--- src/hw/rtl/ncp_pkg.sv ---
`default_nettype none
// ----------------------------------------------------------------------------
// ncp_pkg
// Shared widths, character codes, result kinds and the classified byte word
// for the coded netstring parser.
// ----------------------------------------------------------------------------
package ncp_pkg;

	// Declared length counter width.
	localparam int LEN_W = 24;
	// Width of the limit register.
	localparam int MAXLEN_W = 24;
	// Common compare width for length checks (covers LEN_W + 4 and MAXLEN_W).
	localparam int CMP_W = 36;
	localparam logic [CMP_W-1:0] LEN_CAP = (CMP_W'(1) << LEN_W) - CMP_W'(1);

	localparam int CODE_W = 31;
	localparam logic [CODE_W-1:0] CODE_MAX = {CODE_W{1'b1}};

	localparam logic [7:0] CH_ZERO  = 8'h30;
	localparam logic [7:0] CH_NINE  = 8'h39;
	localparam logic [7:0] CH_COLON = 8'h3A;
	localparam logic [7:0] CH_COMMA = 8'h2C;
	localparam logic [7:0] CH_SPACE = 8'h20;

	localparam logic [1:0] KIND_DATA = 2'd0;
	localparam logic [1:0] KIND_END  = 2'd1;
	localparam logic [1:0] KIND_ERR  = 2'd2;

	// Queue between front and back.
	localparam int QDEPTH = 4;
	localparam int QPTR_W = $clog2(QDEPTH);
	localparam int QCNT_W = $clog2(QDEPTH + 1);

	// One input byte with its character class.
	typedef struct packed {
		logic [7:0] byte_val;
		logic       is_digit;
		logic [3:0] digit;
		logic       is_colon;
		logic       is_comma;
		logic       is_space;
	} cls_t;

	// Push side of the queue.
	typedef struct packed {
		logic push;
		cls_t word;
	} qpush_t;

	// Pop side of the queue.
	typedef struct packed {
		logic valid;
		cls_t word;
	} qhead_t;

endpackage
`default_nettype wire

--- src/hw/rtl/ncp_front.sv ---
`default_nettype none
// ----------------------------------------------------------------------------
// ncp_front
// Accept stream bytes and classify them into digit / separator flags.
// ----------------------------------------------------------------------------
module ncp_front (
	input  wire logic            s_tvalid,
	output logic                 s_tready,
	input  wire logic [7:0]      s_tdata,   // [7:0] in_byte
	input  wire logic            q_full,
	output ncp_pkg::qpush_t      qpush
);

	logic is_digit;

	assign is_digit = (s_tdata >= ncp_pkg::CH_ZERO) && (s_tdata <= ncp_pkg::CH_NINE);
	assign s_tready = !q_full;

	always_comb begin
		qpush.push          = s_tvalid && !q_full;
		qpush.word.byte_val = s_tdata;
		qpush.word.is_digit = is_digit;
		qpush.word.digit    = 4'(s_tdata - ncp_pkg::CH_ZERO);
		qpush.word.is_colon = (s_tdata == ncp_pkg::CH_COLON);
		qpush.word.is_comma = (s_tdata == ncp_pkg::CH_COMMA);
		qpush.word.is_space = (s_tdata == ncp_pkg::CH_SPACE);
	end

endmodule
`default_nettype wire

--- src/hw/rtl/ncp_queue.sv ---
`default_nettype none
// ----------------------------------------------------------------------------
// ncp_queue
// Short FIFO of classified bytes between the front and the back.
// ----------------------------------------------------------------------------
module ncp_queue (
	input  wire logic             clk,
	input  wire logic             arst_n,
	input  wire ncp_pkg::qpush_t  qpush,
	output logic                  full,
	input  wire logic             pop,
	output ncp_pkg::qhead_t       head
);

	ncp_pkg::cls_t                    mem_q [ncp_pkg::QDEPTH];
	logic [ncp_pkg::QPTR_W-1:0]       wr_q;
	logic [ncp_pkg::QPTR_W-1:0]       rd_q;
	logic [ncp_pkg::QCNT_W-1:0]       cnt_q;
	logic                             do_pop;

	assign full       = (cnt_q == ncp_pkg::QCNT_W'(ncp_pkg::QDEPTH));
	assign head.valid = (cnt_q != '0);
	assign head.word  = mem_q[rd_q];
	assign do_pop     = pop && head.valid;

	always_ff @(posedge clk) begin
		if (qpush.push) begin
			mem_q[wr_q] <= qpush.word;
		end
	end

	always_ff @(posedge clk or negedge arst_n) begin
		if (!arst_n) begin
			wr_q  <= '0;
			rd_q  <= '0;
			cnt_q <= '0;
		end else begin
			if (qpush.push) begin
				wr_q <= wr_q + 1'b1;
			end
			if (do_pop) begin
				rd_q <= rd_q + 1'b1;
			end
			case ({qpush.push, do_pop})
				2'b10:   cnt_q <= cnt_q + 1'b1;
				2'b01:   cnt_q <= cnt_q - 1'b1;
				default: cnt_q <= cnt_q;
			endcase
		end
	end

endmodule
`default_nettype wire

--- src/hw/rtl/ncp_back.sv ---
`default_nettype none
// ----------------------------------------------------------------------------
// ncp_back
// Two-level netstring state machine and the output register.
// ----------------------------------------------------------------------------
module ncp_back (
	input  wire logic                          clk,
	input  wire logic                          arst_n,
	input  wire ncp_pkg::qhead_t               head,
	output logic                               pop,
	input  wire logic [ncp_pkg::MAXLEN_W-1:0]  max_len,
	output logic                               m_tvalid,
	input  wire logic                          m_tready,
	output logic [39:0]                        m_tdata,
	output logic [2:0]                         m_tuser
);

	typedef enum logic [2:0] {
		PH_IDLE,
		PH_LEN,
		PH_CODE,
		PH_OVER,
		PH_PAY,
		PH_TERM
	} phase_t;

	typedef enum logic [1:0] {
		EV_NONE,
		EV_DATA,
		EV_END,
		EV_ERR
	} ev_t;

	typedef struct packed {
		phase_t                       phase;
		logic [ncp_pkg::LEN_W-1:0]    rem;
		logic [ncp_pkg::CODE_W-1:0]   code;
	} lvl_t;

	typedef struct packed {
		lvl_t nxt;
		ev_t  ev;
	} step_t;

	localparam lvl_t LVL_CLR = '{phase: PH_IDLE, rem: '0, code: '0};

	function automatic step_t level_step(input lvl_t cur, input ncp_pkg::cls_t c,
	                                     input logic [ncp_pkg::MAXLEN_W-1:0] lim);
		logic [ncp_pkg::LEN_W+3:0]    rem_w;
		logic [ncp_pkg::LEN_W+3:0]    vlen;
		logic [ncp_pkg::CODE_W+3:0]   code_w;
		logic [ncp_pkg::CODE_W+3:0]   vcode;
		logic [ncp_pkg::LEN_W-1:0]    rem_dec;
		logic                         len_bad;
		step_t                        r;
		rem_w   = {4'b0, cur.rem};
		vlen    = (rem_w << 3) + (rem_w << 1) + (ncp_pkg::LEN_W+4)'(c.digit);
		code_w  = {4'b0, cur.code};
		vcode   = (code_w << 3) + (code_w << 1) + (ncp_pkg::CODE_W+4)'(c.digit);
		rem_dec = cur.rem - 1'b1;
		len_bad = (ncp_pkg::CMP_W'(vlen) > ncp_pkg::CMP_W'(lim))
		       || (ncp_pkg::CMP_W'(vlen) > ncp_pkg::LEN_CAP);
		r.nxt = LVL_CLR;
		r.ev  = EV_ERR;
		unique case (cur.phase)
			PH_IDLE, PH_LEN: begin
				if (c.is_digit) begin
					if (!len_bad) begin
						r.nxt.phase = PH_LEN;
						r.nxt.rem   = vlen[ncp_pkg::LEN_W-1:0];
						r.nxt.code  = cur.code;
						r.ev        = EV_NONE;
					end
				end else if (c.is_colon) begin
					r.nxt.phase = PH_CODE;
					r.nxt.rem   = cur.rem;
					r.nxt.code  = '0;
					r.ev        = EV_NONE;
				end
			end
			PH_CODE, PH_OVER: begin
				if (c.is_digit) begin
					if (vcode <= (ncp_pkg::CODE_W+4)'(ncp_pkg::CODE_MAX)) begin
						r.nxt.code  = vcode[ncp_pkg::CODE_W-1:0];
						r.nxt.phase = cur.phase;
						r.nxt.rem   = cur.rem;
						if (cur.phase == PH_CODE) begin
							if (cur.rem == '0) begin
								r.nxt.phase = PH_OVER;
							end else begin
								r.nxt.rem = rem_dec;
							end
						end
						r.ev = EV_NONE;
					end
				end else if (c.is_comma) begin
					r.ev = EV_END;
				end else if (c.is_space && cur.phase == PH_CODE && cur.rem != '0) begin
					r.nxt.rem   = rem_dec;
					r.nxt.code  = cur.code;
					r.nxt.phase = (rem_dec != '0) ? PH_PAY : PH_TERM;
					r.ev        = EV_NONE;
				end
			end
			PH_PAY: begin
				r.nxt.rem   = rem_dec;
				r.nxt.code  = cur.code;
				r.nxt.phase = (rem_dec == '0) ? PH_TERM : PH_PAY;
				r.ev        = EV_DATA;
			end
			PH_TERM: begin
				if (c.is_comma) begin
					r.ev = EV_END;
				end
			end
			default: begin
				r.ev = EV_ERR;
			end
		endcase
		return r;
	endfunction

	lvl_t  outer_q, inner_q;
	logic  seen_q, discard_q;

	lvl_t  outer_d, inner_d;
	logic  seen_d, discard_d;
	ev_t   ev;
	logic  nest;
	logic [ncp_pkg::CODE_W-1:0] done_code;
	step_t so, si;
	logic  outer_cont;
	logic [ncp_pkg::LEN_W-1:0] orem_dec;
	logic  term_ok;

	logic                          valid_q;
	logic [1:0]                    kind_q;
	logic [7:0]                    data_q;
	logic [ncp_pkg::CODE_W-1:0]    code_q;
	logic                          inner_flag_q;

	assign pop        = head.valid && (!valid_q || m_tready);
	assign outer_cont = (outer_q.code == '0);
	assign orem_dec   = outer_q.rem - 1'b1;
	assign so         = level_step(outer_q, head.word, max_len);
	assign si         = level_step(inner_q, head.word, max_len);
	assign term_ok    = head.word.is_comma && (inner_q.phase == PH_IDLE) && seen_q;

	always_comb begin
		outer_d   = outer_q;
		inner_d   = inner_q;
		seen_d    = seen_q;
		discard_d = discard_q;
		ev        = EV_NONE;
		nest      = 1'b0;
		done_code = '0;
		if (outer_q.phase == PH_PAY && outer_cont) begin
			// Container payload: count it down and feed the inner level.
			outer_d.rem   = orem_dec;
			outer_d.phase = (orem_dec == '0) ? PH_TERM : PH_PAY;
			if (!discard_q) begin
				inner_d   = si.nxt;
				ev        = si.ev;
				nest      = 1'b1;
				done_code = inner_q.code;
				if (si.ev == EV_END) begin
					seen_d = 1'b1;
				end
				if (si.ev == EV_ERR) begin
					discard_d = 1'b1;
				end
			end
		end else if (outer_q.phase == PH_TERM && outer_cont) begin
			// Container terminator: silent if valid or after an inner error.
			outer_d   = LVL_CLR;
			inner_d   = LVL_CLR;
			seen_d    = 1'b0;
			discard_d = 1'b0;
			ev        = (discard_q || term_ok) ? EV_NONE : EV_ERR;
		end else begin
			outer_d   = so.nxt;
			ev        = so.ev;
			done_code = outer_q.code;
			if (so.ev == EV_ERR) begin
				inner_d   = LVL_CLR;
				seen_d    = 1'b0;
				discard_d = 1'b0;
			end
		end
	end

	always_ff @(posedge clk or negedge arst_n) begin
		if (!arst_n) begin
			outer_q   <= LVL_CLR;
			inner_q   <= LVL_CLR;
			seen_q    <= 1'b0;
			discard_q <= 1'b0;
			valid_q   <= 1'b0;
		end else begin
			if (pop) begin
				outer_q   <= outer_d;
				inner_q   <= inner_d;
				seen_q    <= seen_d;
				discard_q <= discard_d;
				valid_q   <= (ev != EV_NONE);
			end else if (m_tready) begin
				valid_q <= 1'b0;
			end
		end
	end

	always_ff @(posedge clk) begin
		if (pop) begin
			inner_flag_q <= nest;
			data_q       <= (ev == EV_DATA) ? head.word.byte_val : 8'd0;
			code_q       <= (ev == EV_END) ? done_code : '0;
			unique case (ev)
				EV_DATA: begin
					kind_q <= ncp_pkg::KIND_DATA;
				end
				EV_END: begin
					kind_q <= ncp_pkg::KIND_END;
				end
				default: begin
					kind_q <= ncp_pkg::KIND_ERR;
				end
			endcase
		end
	end

	assign m_tvalid = valid_q;
	assign m_tdata  = {1'b0, code_q, data_q};
	assign m_tuser  = {inner_flag_q, kind_q};

endmodule
`default_nettype wire

--- src/hw/rtl/coded_netstring_parser.sv ---
`default_nettype none
// An accepted byte is held in the queue, and its result in the output register.
// Throughput: one byte per cycle unless the output stalls, set by the single-byte
// step of the back-end parser; the 4-word queue absorbs output stalls until full.
// Reset (arst_n low) clears both parsing levels, the queue and the output,
// and sets max_length to 16777215.
// ----------------------------------------------------------------------------
// coded_netstring_parser
// Streaming parser for coded netstrings "len:code payload," with one level
// of containers (code 0). Emits payload bytes, message ends and errors.
// ----------------------------------------------------------------------------
module coded_netstring_parser (
	input  wire logic        clk,
	input  wire logic        arst_n,
	// Input byte stream
	input  wire logic        s_tvalid,
	output logic             s_tready,
	input  wire logic [7:0]  s_tdata,    // [7:0] in_byte
	// Result stream
	output logic             m_tvalid,
	input  wire logic        m_tready,
	output logic [39:0]      m_tdata,    // [7:0] data, [38:8] code, [39] zero pad
	output logic [2:0]       m_tuser,    // [1:0] kind, [2] inner
	// Limit register write channel
	input  wire logic        cfg_valid,
	output logic             cfg_ready,
	input  wire logic [23:0] cfg_data    // [23:0] max_length
);

	ncp_pkg::qpush_t                    qpush;
	ncp_pkg::qhead_t                    head;
	logic                               q_full;
	logic                               pop;
	logic [ncp_pkg::MAXLEN_W-1:0]       max_len_q;

	// The limit register takes a word whenever offered; the user must write it only
	// while the parser is idle, as the block itself does not enforce this.
	assign cfg_ready = 1'b1;

	always_ff @(posedge clk or negedge arst_n) begin
		if (!arst_n) begin
			max_len_q <= '1;
		end else if (cfg_valid) begin
			max_len_q <= cfg_data;
		end
	end

	// Front: accept and classify each word.
	ncp_front u_front (
		.s_tvalid (s_tvalid),
		.s_tready (s_tready),
		.s_tdata  (s_tdata),
		.q_full   (q_full),
		.qpush    (qpush)
	);

	// Hold classified words so the front waits on output stalls only once the queue is full.
	ncp_queue u_queue (
		.clk    (clk),
		.arst_n (arst_n),
		.qpush  (qpush),
		.full   (q_full),
		.pop    (pop),
		.head   (head)
	);

	// Back: advance the outer and inner levels, register at most one result per word.
	ncp_back u_back (
		.clk      (clk),
		.arst_n   (arst_n),
		.head     (head),
		.pop      (pop),
		.max_len  (max_len_q),
		.m_tvalid (m_tvalid),
		.m_tready (m_tready),
		.m_tdata  (m_tdata),
		.m_tuser  (m_tuser)
	);

endmodule
`default_nettype wire
--- config.mk ---
export PLATFORM = sky130hd
export DESIGN_NAME = coded_netstring_parser
export DESIGN_NICKNAME = d
export VERILOG_FILES = /design/src/hw/rtl/ncp_pkg.sv /design/src/hw/rtl/ncp_front.sv /design/src/hw/rtl/ncp_queue.sv /design/src/hw/rtl/ncp_back.sv /design/src/hw/rtl/coded_netstring_parser.sv
export SDC_FILE = /design/constraint.sdc
export NUM_CORES = 1
export LEC_CHECK = 0
export ABC_AREA = 0
export BUFFER_PORTS_ARGS = -buffer_cell sky130_fd_sc_hd__buf_4
export CAP_MARGIN = 20
export CORE_MARGIN = 1.5
export CORE_UTILIZATION = 45
export DETAILED_ROUTE_END_ITERATION = 8
export HOLD_SLACK_MARGIN = 0.08
export PLACE_DENSITY = 0.65
export SLEW_MARGIN = 15
export SYNTH_ARGS = -nofsm -noshare
export SYNTH_HDL_FRONTEND = slang
export SYNTH_HIERARCHICAL = 1
export SYNTH_SLANG_ARGS = --single-unit
--- constraint.sdc ---
create_clock -name clk -period 5.6 [get_ports clk]
set_input_delay 0.56 -clock clk [delete_from_list [all_inputs] [get_ports clk]]
set_output_delay 0.56 -clock clk [all_outputs]
set_load 0.02 [all_outputs]
Word level (Yosys, flattened, before mapping)
Memories as Yosys holds them, arrays and structs flattened.
Cells that the tools add are included.
{"block": "classes", "n_eq_ne": 37, "mux": 58, "n_bitwise": 1, "n_mul": 0, "n_addsub": 15, "div": 0, "n_shift": 0, "magnitude_cmp": 8, "reduce_logical": 46}
{"operator": "two-way mux 58 bit", "n": 9}
{"operator": "two-way mux 60 bit", "n": 8}
{"operator": "case mux 58 bit (3 select lines)", "n": 2}
{"operator": "zero test 24 bit", "n": 4}
{"operator": "nonzero test 24 bit", "n": 4}
{"operator": "two-way mux 31 bit", "n": 3}
{"operator": "two-way mux 27 bit", "n": 3}
{"operator": "adder 34 x 32 -> 35 bit", "n": 2}
{"operator": "adder 35 x 4 -> 35 bit", "n": 2}
{"operator": "less-or-equal comparator 35 x 31 -> 1 bit (second input constant)", "n": 2}
{"operator": "two-way mux 59 bit", "n": 1}
{"operator": "adder 27 x 25 -> 28 bit", "n": 2}
{"operator": "adder 28 x 4 -> 28 bit", "n": 2}
{"operator": "greater-than comparator 28 x 24 -> 1 bit", "n": 2}
{"operator": "greater-than comparator 28 x 24 -> 1 bit (second input constant)", "n": 2}
{"operator": "two-way mux 24 bit", "n": 2}
{"operator": "subtractor 24 x 1 -> 24 bit (second input constant)", "n": 2}
{"operator": "zero test 31 bit", "n": 1}
{"operator": "equality test 8 x 6 -> 1 bit (second input constant)", "n": 3}
{"operator": "two-way mux 1 bit", "n": 18}
{"operator": "inequality test 6 bit (second input constant)", "n": 3}
{"operator": "case mux 2 bit (4 select lines)", "n": 2}
{"operator": "equality test 3 bit (second input constant)", "n": 5}
{"operator": "inequality test 5 bit (second input constant)", "n": 3}
{"operator": "other kinds (33)", "n": 78}
{"block": "totals", "ramBits": 64, "out_inout_bits": 46, "romBits": 0, "elab_cells": 183, "n_memories": 1, "register_bits": 192, "in_bits": 37, "latch_bits": 0}
{"name": "u_queue.mem_q", "words": 4, "word_bits": 16, "rd": 1, "rd_clocked_by_memory_dff": 0, "wr": 1, "line": "ncp_queue.sv:15", "text": "ncp_pkg::cls_t mem_q [ncp_pkg::QDEPTH];"}

Logic depth before layout (Yosys ltp)
Gate-level depths: netlist of run 1.
{"block": "depth", "word_depth": 11, "ltp_mapped": 30, "mapped_depth_nobuf": 26}

By module
Netlist of run 1, hierarchy kept.
{"mod": "ncp_back", "cells_per_inst": 2034, "seq_area_each_um2": 4239.1, "area_per_inst_um2": 17339.1, "n_inst": 1}
{"mod": "ncp_queue", "cells_per_inst": 121, "seq_area_each_um2": 2097.0, "area_per_inst_um2": 2758.9, "n_inst": 1}
{"mod": "coded_netstring_parser", "cells_per_inst": 53, "seq_area_each_um2": 630.6, "area_per_inst_um2": 1038.5, "n_inst": 1}
{"mod": "ncp_front", "cells_per_inst": 24, "seq_area_each_um2": 0.0, "area_per_inst_um2": 182.7, "n_inst": 1}

Least setup slack after synthesis of run 1
No wires, ideal clock.
{"block": "synth_path", "path_kind": "flip-flop to flip-flop", "startpoint": "register u_queue/rd_q[0] (netlist name)", "endpoint": "register u_back/code_q[10] (netlist name), data pin", "slack_ns": -0.561, "setup_time_ns": 0.255, "required_ns": 5.345, "n_path_buf": 3, "path_stages_with_launch": 30, "t_arrival_ns": 5.906, "synth_period_minus_slack_ns": 6.161, "path_cell_list": "dfrtp_1 -> buf_6 -> buf_12 -> mux4_2 -> inv_1 -> fa_1 -> inv_1 -> fa_1 -> a211oi_1 -> nor2_1 -> o21a_1 -> o21ai_0 -> a21boi_0 -> o21a_1 -> nor2_1 -> xnor2_1 -> ha_1 -> nand4_1 -> or2_2 -> a211oi_1 -> a2111oi_0 -> o2111ai_1 -> nor3_1 -> a21oi_1 -> nand2b_1 -> a21oi_1 -> o21a_1 -> ha_1 -> clkbuf_1 -> nor2b_1"}
{"element": "start: declaration", "line": "ncp_queue.sv:17", "text": "logic [ncp_pkg::QPTR_W-1:0] rd_q;"}
{"element": "start signal: assignment", "line": "ncp_queue.sv:42", "text": "rd_q <= rd_q + 1'b1;"}
{"element": "end signal: assignment", "line": "ncp_back.sv:216", "text": "code_q <= (ev == EV_END) ? done_code : '0;"}
{"element": "end: declaration", "line": "ncp_back.sv:139", "text": "logic [ncp_pkg::CODE_W-1:0] code_q;"}

==> results.toml, run 1 <==
[outcome]
status = "finished, violations left"
failed_checks = "design-rule violations, negative setup slack"

[global_route]
use_met1 = 0.3722
grt_first_pass_wirelength_mm = 101.8
grt_use_total = 0.2651
antenna_found_initial = 1
grt_pass1_vias = 18280
met2_usage = 0.4316
gr-total-overflow = 0
grt_max_degree = 62
grt-busiest-layer = "met2"
met3_usage = 0.03120

[synth]
synth_edf_count = 106
ys_ff_latch = 256
avgSynthCellArea_sq_um = 9.552
syn_area_sq_mm = 0.02132
synth_fp_nets = 2556
async_reset_ff_frac = 0.5859
syn_inst = 2232
yosysWarnings = 6
ys.flop_type = "dfrtp_1"
seq_area_frac_synth = 0.3268
ys_types = 115

[cells_and_area]
num_antenna_cells = 0
fin_util = 0.5600
instances_no_fill = 3074
drive_gt1_frac = 0.2351
area_delta_synth_final_pct = 22.54
nets = 2767

[sta]
min_period_ns = 6.102
setup_viol = 145
finalClockSkew_ns = 0.01064
fmaxAchievable_mhz = 163.9
layout_setup_ws_ns = -0.5016
worstMarginPinSlew_ns = 0.9249
rsz0062_at_grt = "true"
drv_slew = 0
relSlewSlack = 0.3787
period_share = 1.090
hold_violations = 0

[power]
power_frac_seq = 0.216
p_int_w = 0.007090
switchingPower_w = 0.005377
switching_share = 0.4313
p_per_area_mw_per_mm2 = 477.2
ir_drop_v = 0.0003061
leakage_nw = 12.09
power_frac_clock = 0.159
power_frac_comb = 0.625

[clocking]
clkLatencyLatePin_ns = 0.58
clock_sinks = 256
cts_root_buffer = "clkbuf_16"
clk_path_buf_depth = 3
h-tree-depth = 1
tritoncts = "done"
clk_pin_slew_ns = 0.06
numCtsBuffers = 30

[detailed_routing]
first_pass_iters = 7
ant_nets = 0
wl_per_cell_microns = 21.27
wl_mm = 65.38
vias_per_cell = 6.141
drt-initial-drc-count = 1588
post-route-drc-count = 2
vias = 18880

[run]
max_cap_violations = 0

[floorplan]
die_area_sq_mm = 0.04869
design.core.area_sq_mm = 0.04665
die_w_microns = 220.7
dieHeight_microns = 220.7
fp-row-count = 79
pin_count = 83
initial_utilization = 0.4570

[placement]
detailed_place_hpwl_mm = 46.75
place_inst = 2937
gp_congestion = 0.9653
io_buffer_count = 80

[setup_path]
crit_family = "compound AO/OA/AOI/OAI gates"
criticalPathCategory = "reg2reg"
cp-start-kind = "register"
worstSetupEndpointType = "register"
timing.critical_path.slowest_cell_delay_ns = 0.56
cp.arrival_ns = 6.43
worst-path-buf-inv = 3
critPathMostFrequentCell = "ha_4"
crit_slowest_cell = "mux4_2"
required_ns = 5.93
cp_max_fo = 8
r2r_slack_ns = -0.50

[worst_hold_path]
hold_path.class = "in2reg"
==> layout by cell type, fill, tap and decap left out, types with 48 or more instances in the layout <==
| master | n |
|---|---|
| ha_1 | 269 |
| buf_4 | 225 |
| a21oi_1 | 192 |
| nand2_1 | 161 |
| dfrtp_1 | 126 |
| o21ai_0 | 110 |
| edfxtp_1 | 106 |
| nor2_1 | 95 |
| inv_1 | 93 |
| xnor2_1 | 59 |
| a22o_1 | 53 |
| nor3_1 | 52 |
| a21o_1 | 48 |
| xor2_1 | 48 |
==> routing by layer <==
layer	share of wire	vias to the layer above
li1	-	8869
met1	0.45	9235
met2	0.47	643
met3	0.059	129
met4	0.029	2
met5	0.00020	-
==> worst register-to-register path, stage by stage (launching register included) <==
cell and delay, ns:
dfrtp_1 0.38, buf_6 0.13, mux4_2 0.56, buf_6 0.16, ha_4 0.22, ha_4 0.17, fa_2 0.41, a211oi_2 0.24
nor2_2 0.08, o211ai_1 0.26, nand3b_1 0.15, a21oi_2 0.23, o31a_1 0.21, xnor2_2 0.09, ha_1 0.33, nand2_1 0.09
o21ai_1 0.08, a211o_1 0.24, a2111oi_2 0.21, o2111ai_1 0.17, nor3_2 0.30, a21oi_2 0.13, a21oi_1 0.15, a21oi_1 0.11
a21o_1 0.22, ha_4 0.24, buf_12 0.17, nor2b_1 0.13
==> power groups by stage <==
stage,logic (W),registers [W],clock network (W)
after CTS,0.00747,0.00269,0.00202
after global placement,0.00608,0.00270,0
after floorplan,0.00406,0.00273,0
final,0.00779,0.00269,0.00198
after detailed placement,0.00620,0.00271,0
after global routing,0.00838,0.00273,0.00210
==> sequential cells by signal, indices dropped and copies added, names as in the netlist, 2 cells and up <==
| register | cells |
|---|---|
| u_queue/mem_q | 64 |
| u_back/inner_q | 58 |
| u_back/outer_q | 58 |
| u_back/code_q | 31 |
| max_len_q | 24 |
| u_back/data_q | 8 |
| u_queue/cnt_q | 3 |
| u_back/kind_q | 2 |
| u_queue/rd_q | 2 |
| u_queue/wr_q | 2 |
==> layout make-up <==
type / instances / area [sq um]
Timing Repair Buffer: 287 / 2874
Clock buffer: 41 / 875.8
Tap cell: 607 / 759.5
Sequential cell: 256 / 6967
Multi-Input combinational cell: 1772 / 14170
Fill cell: 4055 / 20530
Clock inverter: 15 / 120.1
Inverter: 96 / 362.8
==> metrics by stage <==
step | total power [W] | setup WS, ns | hold slack (ns) | area (sq um) | TNS (ns)
finish | 0.01247 | -0.5016 | 0.1864 | 26130 | -47.04
global route | 0.01321 | -0.7890 | 0.1691 | 26130 | -89.09
CTS | 0.01218 | -0.4557 | 0.1571 | 25750 | -43.56
detailed placement | 0.008918 | -0.6408 | 0.4859 | 23230 | -53.58
global placement | 0.008787 | -0.4720 | 0.4765 | 23230 | -33.69
floorplan | 0.006787 | -0.009849 | 0.2644 | 21470 | -0.3456
==> worst paths after layout <==
check / cells past startpoint / endpoint / from
max reg2reg: 27 / u_back/code_q[30]$_SDFFCE_PP0P_ / u_queue/rd_q[0]$_DFFE_PN0P_
max in group asynchronous: 3 / u_back/inner_q[44]$_DFFE_PN0P_ / arst_n
min: 1 / u_queue/mem_q[2][14]$_DFFE_PP_ / s_tdata[6]
max: 27 / u_back/code_q[30]$_SDFFCE_PP0P_ / u_queue/rd_q[0]$_DFFE_PN0P_
min in group asynchronous: 2 / u_back/inner_q[45]$_DFFE_PN0P_ / arst_n
min reg2reg: 1 / u_back/seen_q$_DFFE_PN0P_ / u_back/seen_q$_DFFE_PN0P_
==> Yosys cell counts (53+ instances only) <==
cell type | number | share of area
nor2_1 | 101 | 0.018
a21oi_1 | 202 | 0.047
o21ai_1 | 59 | 0.014
a22o_1 | 53 | 0.022
inv_1 | 96 | 0.017
nand2_1 | 170 | 0.030
xnor2_1 | 61 | 0.025
dfrtp_1 | 126 | 0.15
nor3_1 | 54 | 0.013
edfxtp_1 | 106 | 0.15
ha_1 | 278 | 0.16
o21ai_0 | 124 | 0.029
==> cell families (layout without fill, tap and decap cells) <==
| family | Yosys count | count (layout) | share of synthesized area |
|---|---|---|---|
| xor+xnor | 110 | 110 | 0.04519 |
| flops | 256 | 256 | 0.3268 |
| simple gates | 600 | 600 | 0.1471 |
| mux | 46 | 46 | 0.03750 |
| compound gates | 727 | 727 | 0.2245 |
| buf+inv | 204 | 439 | 0.04701 |
| other cells | 2 | 2 | 0.0003523 |
| fa+ha+maj | 287 | 287 | 0.1716 |
==> repair_timing <==
item,CTS,global route
hold buffers,1,0
endpoints found under the setup margin,158,158
resized for setup,151,53
endpoints found under the hold margin,33,0
buffers inserted,52,19
pin swaps,127,46
gates cloned,18,4
Note: power is estimated with default switching activity, not from simulation.
==> inputs of run 2 (changes only) <==
RECOVER_POWER = 50   (was default)
SETUP_SLACK_MARGIN = 0.15   (was default)
==> run 2 against run 1 <==
Net effect: the flow finishes with violations (design-rule violations, max-capacitance violations, max-slew violations, negative setup slack); sequential share of layout area rose by 1.3 points; register-to-register slack about the same; sequential power about the same; wire length fell by 4.0%; critical path type unchanged; largest power group unchanged.
==> results.toml, run 2 (synthesis gave the netlist of run 1 again) <==
[outcome]
status = "finished, violations left"
failed_checks = "design-rule violations, max-capacitance violations, max-slew violations, negative setup slack"

[sta]
drv_slew = 59
period_share = 1.092
hold_violations = 0
fmaxAchievable_mhz = 163.6
worstMarginPinSlew_ns = 3.968
finalClockSkew_ns = 0.02052
layout_setup_ws_ns = -0.5135
relSlewSlack = -1.645
min_period_ns = 6.113
setup_viol = 144
hold_slack_ns = 0.2361
rsz0062_at_grt = "true"

[worst_hold_path]
hold_path.class = "in2reg"
min-delay-start = "cfg_data[16]"
hold_depth = 2
worstHoldEndpoint = "max_len_q[16]$_DFFE_PN1P_"

[power]
power_frac_comb = 0.580
power_frac_clock = 0.189
switchingPower_w = 0.005153
ir_drop_v = 0.0003830
p_int_w = 0.006514
leakage_nw = 11.37
p_per_area_mw_per_mm2 = 468.2
switching_share = 0.4417
power_frac_seq = 0.231

[clocking]
tritoncts = "done"
cts_root_buffer = "clkbuf_16"
clk_pin_slew_ns = 0.05
clkLatencyLatePin_ns = 0.56
clk_path_buf_depth = 3
clock_sinks = 256
h-tree-depth = 2
numCtsBuffers = 34

[setup_path]
r2r_slack_ns = -0.51
cp_max_fo = 16
worstSetupEndpointType = "register"
r2r_cells = 27
required_ns = 5.90
cp.arrival_ns = 6.41
cp-start-kind = "register"
criticalPathCategory = "reg2reg"
rr_startpoint = "u_queue/rd_q[0]$_DFFE_PN0P_"
timing.rr.end = "u_back/code_q[16]$_SDFFCE_PP0P_"

[cells_and_area]
area_delta_synth_final_pct = 16.88
nFillCells = 4301
drive_gt1_frac = 0.1750
largest-register = "u_queue/mem_q"
num_antenna_cells = 0
largest_register_ffs = 64
top_regs = "u_queue/mem_q: 64 flops, u_back/inner_q: 58 flops, u_back/outer_q: 58 flops"
multi_input_comb_area_sq_mm = 0.01383
seq_area_sq_mm = 0.006967
layout_commonest_cell = "ha_1"
instances_no_fill = 3035
nets = 2727
final_cell_mix = "ha_1, a21oi_1, nand2_1"

[global_route]
grt_use_total = 0.2544
antenna_found_initial = 3
grt_max_degree = 59
gr-total-overflow = 0
grt_pass1_vias = 17900
grt_first_pass_wirelength_mm = 97.60

[floorplan]
dieHeight_microns = 220.7
die_area_sq_mm = 0.04869
die_w_microns = 220.7
fp-row-count = 79
pin_count = 83
design.core.area_sq_mm = 0.04665
initial_utilization = 0.4570

[detailed_routing]
post-route-drc-count = 2
vias_per_cell = 6.119
ant_nets = 0
wl_mm = 62.78
first_pass_iters = 7
wl_per_cell_microns = 20.69
drt-initial-drc-count = 1664
vias = 18570

[placement]
gp_congestion = 0.9191
pre_cts_slack_ns = -0.6584
io_buffer_count = 80
place_inst = 2930
detailed_place_hpwl_mm = 46.59

[run]
max_cap_violations = 1
[run 2: worst max-delay path by stage]
stage / startpoint / end / slack [ns] / cells past startpoint
after floorplan: u_queue/rd_q[0]$_DFFE_PN0P_ / u_back/code_q[10]$_SDFFCE_PP0P_ / -0.01 / 29
after global placement: u_queue/rd_q[0]$_DFFE_PN0P_ / u_back/code_q[0]$_SDFFCE_PP0P_ / -0.50 / 21
after detailed placement: u_queue/rd_q[0]$_DFFE_PN0P_ / u_back/code_q[17]$_SDFFCE_PP0P_ / -0.66 / 24
after CTS: u_queue/rd_q[0]$_DFFE_PN0P_ / u_back/code_q[16]$_SDFFCE_PP0P_ / -0.43 / 26
after global routing: u_queue/rd_q[0]$_DFFE_PN0P_ / u_back/code_q[16]$_SDFFCE_PP0P_ / -0.75 / 29
final: u_queue/rd_q[0]$_DFFE_PN0P_ / u_back/code_q[16]$_SDFFCE_PP0P_ / -0.51 / 27
[run 2: cell type report]
class / count / area share
Multi-Input combinational cell: 1772 / 0.5551
Sequential cell: 256 / 0.2796
Timing Repair Buffer: 243 / 0.07486
Clock buffer: 51 / 0.04208
Tap cell: 607 / 0.03048
Inverter: 96 / 0.01456
Clock inverter: 10 / 0.003314
[run 2: critical path: stages, from the launching register on]
cell and delay (ns):
dfrtp_1 0.34, buf_4 0.12, mux4_2 0.52, buf_6 0.14, fa_2 0.48, ha_4 0.30
a21oi_4 0.05, nand4b_1 0.24, a2111o_1 0.48, and2_4 0.17, nand2_2 0.06, a21o_1 0.13
a21oi_2 0.08, xnor2_2 0.16, ha_1 0.32, nand3_4 0.10, nor4_4 0.05, a22oi_1 0.20
nand2_1 0.09, o41ai_2 0.34, nand3_1 0.14, buf_6 0.16, nor3b_4 0.25, o211ai_1 0.17
a21o_1 0.26, ha_4 0.19, buf_12 0.14, nor2b_2 0.16
[run 2: per-layer routing]
layer / global-route usage / share of wire / up-vias
li1: - / - / 8789
met1: 0.3571 / 0.46 / 9061
met2: 0.4085 / 0.45 / 597
met3: 0.02969 / 0.060 / 119
met4: 0.08086 / 0.030 / 6
met5: 0 / 0.00056 / -
[run 2: metrics by stage]
step / utilization / area (sq um) / setup TNS (ns) / power [W]
finish: 0.5341 / 24920 / -44.99 / 0.01167
global route: 0.5341 / 24920 / -86.12 / 0.01236
CTS: 0.5300 / 24730 / -39.98 / 0.01133
detailed placement: 0.4958 / 23130 / -60.99 / 0.008776
global placement: 0.4958 / 23130 / -43.51 / 0.008634
floorplan: - / 21500 / -0.5214 / 0.006813
[run 2: power by group through the flow]
stage / combinational (W) / clock (W) / sequential [W]
2_1_floorplan: 0.00409 / 0 / 0.00273
3_3_place_gp: 0.00592 / 0 / 0.00271
3_5_place_dp: 0.00606 / 0 / 0.00272
4_1_cts: 0.00639 / 0.00225 / 0.00269
5_1_grt: 0.00732 / 0.00232 / 0.00273
6_report: 0.00677 / 0.00221 / 0.00269
[run 2: timing repair]
item	4_1_cts	5_1_grt
hold buffers	1	0
pin swaps	35	47
setup buffers	26	10
cloned	2	5
resized for setup	43	73
endpoints found under the hold margin	53	0
setup endpoints to repair	158	158
